$ cat src/lifnu_pkg.sv
// Package for the fixed-point LIF neuron update block.
// Holds sizes, neuron model codes, register indexes and the configuration struct.
// Used by lifnu_cfg and fixed_point_lif_neuron_update.
package lifnu_pkg;

  localparam int NEURONS = 1024;
  localparam int IDX_W   = $clog2(NEURONS);
  localparam int DATA_W  = 32;
  localparam int DECAY_W = 16;
  localparam int SHIFT_W = 5;
  localparam int PROD_W  = DATA_W + DECAY_W;
  localparam int CFG_IDX_W = 3;

  // Neuron model codes
  localparam logic [1:0] MODEL_LIF     = 2'd0;
  localparam logic [1:0] MODEL_LI      = 2'd1;
  localparam logic [1:0] MODEL_CUBA    = 2'd2;
  localparam logic [1:0] MODEL_CUBA_LI = 2'd3;

  // Configuration register indexes
  localparam logic [CFG_IDX_W-1:0] REG_MODEL     = 3'd0;
  localparam logic [CFG_IDX_W-1:0] REG_CUR_DECAY = 3'd1;
  localparam logic [CFG_IDX_W-1:0] REG_VOL_DECAY = 3'd2;
  localparam logic [CFG_IDX_W-1:0] REG_SHIFT     = 3'd3;
  localparam logic [CFG_IDX_W-1:0] REG_THRESHOLD = 3'd4;
  localparam logic [CFG_IDX_W-1:0] REG_RESET_V   = 3'd5;

  localparam logic [SHIFT_W-1:0] SHIFT_RESET = 5'd12;

  typedef struct packed {
    logic [1:0]                neuron_model;
    logic signed [DECAY_W-1:0] current_decay;
    logic signed [DECAY_W-1:0] voltage_decay;
    logic [SHIFT_W-1:0]        decay_shift;
    logic signed [DATA_W-1:0]  fire_threshold;
    logic signed [DATA_W-1:0]  reset_voltage;
  } cfg_t;

endpackage

$ cat src/lifnu_cfg.sv
// Configuration register file for the LIF neuron update block.
// Depends on lifnu_pkg for register indexes and the cfg_t struct.
module lifnu_cfg (
  input  logic                           clk_i,
  input  logic                           rst_ni,
  input  logic                           we_i,
  input  logic [lifnu_pkg::CFG_IDX_W-1:0] index_i,
  input  logic [lifnu_pkg::DATA_W-1:0]   data_i,
  output lifnu_pkg::cfg_t                cfg_o
);

  lifnu_pkg::cfg_t cfg_q, cfg_d;

  // Decode the write; unknown indexes are dropped
  always_comb begin
    cfg_d = cfg_q;
    if (we_i) begin
      case (index_i)
        lifnu_pkg::REG_MODEL:     cfg_d.neuron_model   = data_i[1:0];
        lifnu_pkg::REG_CUR_DECAY: cfg_d.current_decay  = data_i[lifnu_pkg::DECAY_W-1:0];
        lifnu_pkg::REG_VOL_DECAY: cfg_d.voltage_decay  = data_i[lifnu_pkg::DECAY_W-1:0];
        lifnu_pkg::REG_SHIFT:     cfg_d.decay_shift    = data_i[lifnu_pkg::SHIFT_W-1:0];
        lifnu_pkg::REG_THRESHOLD: cfg_d.fire_threshold = data_i;
        lifnu_pkg::REG_RESET_V:   cfg_d.reset_voltage  = data_i;
        default: ;
      endcase
    end
  end

  always_ff @(posedge clk_i or negedge rst_ni) begin
    if (!rst_ni) begin
      cfg_q.neuron_model   <= lifnu_pkg::MODEL_LIF;
      cfg_q.current_decay  <= '0;
      cfg_q.voltage_decay  <= '0;
      cfg_q.decay_shift    <= lifnu_pkg::SHIFT_RESET;
      cfg_q.fire_threshold <= '0;
      cfg_q.reset_voltage  <= '0;
    end else begin
      cfg_q <= cfg_d;
    end
  end

  assign cfg_o = cfg_q;

endmodule

$ cat config.mk
export PLATFORM = sky130hd
export DESIGN_NAME = lifnu_cfg
export DESIGN_NICKNAME = d
export VERILOG_FILES = /design/src/lifnu_pkg.sv /design/src/lifnu_cfg.sv
export SDC_FILE = /design/constraint.sdc
export NUM_CORES = 1
export LEC_CHECK = 0
export BUFFER_PORTS_ARGS = -buffer_cell sky130_fd_sc_hd__buf_2
export CORE_MARGIN = 3
export CORE_UTILIZATION = 49
export CTS_CLUSTER_DIAMETER = 80
export CTS_CLUSTER_SIZE = 10
export DETAILED_ROUTE_END_ITERATION = 7
export GPL_TIMING_DRIVEN = 0
export PLACE_DENSITY = 0.79
export SYNTH_ARGS = -nofsm -noshare
export SYNTH_HDL_FRONTEND = slang
export SYNTH_SLANG_ARGS = --single-unit
$ cat constraint.sdc
create_clock -name clk_i -period 0.9 [get_ports clk_i]
set_input_delay 0.045 -clock clk_i [delete_from_list [all_inputs] [get_ports clk_i]]
set_output_delay 0.045 -clock clk_i [all_outputs]
set_load 0.005 [all_outputs]
==> results.ini <==
[placement]
gp_congestion = 0.756
io_buffer_count = 140
hpwl_um = 5980
placed_cells = 466

[timing]
finalMaxSlewViolations = 0
fin_worst_hold_slack_ns = -0.329
slew_headroom_pct = 61.9
final-setup-viol-count = 136
fmax_mhz = 960
setup_ws_ns = -0.141
setup_tns_ns = -4.68
finalHoldViolCount = 40
period_needed_ns = 1.04
worst_slew_pin_slew_ns = 0.571
post-route-period-util_pct = 116
rsz0062_at_grt = true
fin_worst_skew_ns = 0

[cells_and_area]
syn2layout_area_growth_pct = 55.0
regArea_um2 = 2580
largest_register_ffs = 103
multiInputGateArea_um2 = 1450
final_core_util_pct = 78.6
num_antenna_cells = 0
stdcell_count = 562
nets = 495
drive_gt1_share_pct = 70.0
nFillCells = 460

[worst_setup_path]
cp_slowest_cell = dfstp_2
regToRegSetupSlack_ns = -0.03
required_ns = 0.85
crit_start = cfg_o[67]
arrival_ns = 1.00
path_max_fanout = 2
path_cells = buf_6
path_class = flop to primary output
cp-start-kind = flop
crit_path_end_kind = primary output
r2r_start = cfg_o[82]
crit_buf_inv = 1
r2r_cells = 2
endpoint = cfg_o[67]
max_stage_delay_ns = 0.55
reg2reg_to = cfg_o[82]
critical_path.top_delay_family = flip-flops
crit_cells = 1

[power_and_ir_drop]
ir_drop_v = 0.00114
p_per_area_nw_per_um2 = 2100
leakage_nw = 3.03

[clocking]
clk_path_buf_depth = 2
cts_sinks = 103
clkTransAtPathRegs_ns = 0.09
cts_hold_buf = 32
cts_buffers = 9
cts_tree = done
htree_num_levels = 3
cts_root_buffer = clkbuf_8
insertion_delay_ns = 0.35

[global_routing]
grt_overflow = 0
antenna_found_initial = 0
grt_pass1_vias = 2879
grt_max_degree = 62
grt_usage_pct = 21.8
grt_pass1_wl_um = 15000

[run_status]
status = finished with violations
violations = hold timing, setup timing

[drt]
antenna_left = 0
firstDrtPassIters = 5
via_count = 2764
wirelength_um = 10200
drc_errors = 0
vias_per_cell = 4.92
drt_iter0_drc = 47
avgRoutedWirePerCell_um = 18.2

[synth]
synth_fp_nets = 261
ys_ff_latch = 103
synth.top_cells.by_area = dfrtp_1 (64%), mux2_2 (16%), mux2_1 (11%), mux2_4 (3.8%), dfstp_2 (1.3%)
ys_types = 13
syn_area_um2 = 3940
avgSynthCellArea_um2 = 17.7
synth_cells = 223
yosysSeqAreaShare_pct = 65.5
yosysTopAreaCell = dfrtp_1
synth_top_area_share_pct = 64.2
ys_warn_count = 0

[floorplan]
chipHeight_um = 95.7
rows = 32
initial_core_util_pct = 50.7
die-area_um2 = 9150
die_x_um = 95.7
pin_count = 141
core_um2 = 7770

[flow_run]
drv_cap = 0

[hold_path]
hold_path_class = input pin to asynchronous set/reset pin

report_power, final:
part           internal [mW]  switching [mW]  total [mW]  leakage [nW]
registers               5.66           0.577        6.23          1.23
logic                   2.49            1.26        3.75          1.71
clock network           1.33            1.50        2.84        0.0875
kinds of logic after synthesis:
logic type | count (synthesis) | synth area share, %
AND/OR/NAND/NOR | 6 | 1.56
flip-flops | 103 | 65.5
multiplexers | 103 | 30.4
buffers and inverters | 11 | 2.54
synth_stat cells:
cell type,instances
buf_8,3
and4bb_1,2
buf_4,1
nor4b_1,1
nand4b_1,2
dfrtp_1,101
mux2_1,38
buf_2,5
buf_6,2
mux2_2,55
dfstp_2,2
mux2_4,10
nor4bb_1,1
final cells by class:
type / count / area share (%)
Sequential cell: 103 / 42.3
Timing Repair Buffer: 223 / 26.6
Multi-Input combinational cell: 109 / 23.7
Clock buffer: 11 / 2.32
Buffer: 11 / 2.30
Tap cell: 102 / 2.09
Clock inverter: 3 / 0.738
worst min path at each step:
stage	cells past startpoint	start	slack [ns]	to
after detailed placement	1	rst_ni	0.08	cfg_o[58]
after floorplan	0	rst_ni	-0.25	cfg_o[0]
after global placement	2	data_i[22]	0.27	cfg_o[54]
after global routing	1	rst_ni	-0.30	cfg_o[58]
final	1	rst_ni	-0.33	cfg_o[27]
after CTS	1	rst_ni	-0.31	cfg_o[58]
metal layers:
metal	vias to the layer above	routed length (um)	global-route usage, %
met4	0	141	7.23
met1	1402	4260	26.9
li1	1259	-	-
met5	-	0	0
met3	13	641	6.31
met2	90	5200	36.9
cells in the final DEF, fill, tap and decap left out:
| cell | Yosys | layout |
|---|---|---|
| mux2_2 | 55 | 49 |
| and4bb_1 | 2 | 2 |
| clkinvlp_4 | 0 | 2 |
| dfrtp_1 | 101 | 101 |
| buf_6 | 2 | 20 |
| buf_4 | 1 | 31 |
| dfstp_2 | 2 | 2 |
| nor4bb_4 | 0 | 1 |
| dlygate4sd3_1 | 0 | 32 |
| mux2_4 | 10 | 54 |
| nor4b_2 | 0 | 1 |
| bufinv_16 | 0 | 1 |
| buf_2 | 5 | 136 |
| nand4b_1 | 2 | 2 |
| buf_12 | 0 | 6 |
| buf_8 | 3 | 5 |
| buf_16 | 0 | 4 |
| clkbuf_1 | 0 | 1 |
| clkbuf_8 | 0 | 10 |
metrics by stage:
step	instance area (um^2)	setup WS [ns]	power, mW
after detailed placement	4860	-0.451	8.87
after floorplan	4000	-0.148	7.34
after CTS	5840	-0.155	12.4
after global placement	4830	-1.21	8.71
final	6100	-0.141	12.8
after global routing	6100	-0.180	13.5
timing repair:
action                     in CTS  in global routing
gates resized for setup        45                 23
buffers inserted               24                 23
setup endpoints to repair     133                138
pin swaps                       1                  1
hold endpoints to repair      142                 40
gates cloned                    3                  0
(Power assumes the default switching activity.)
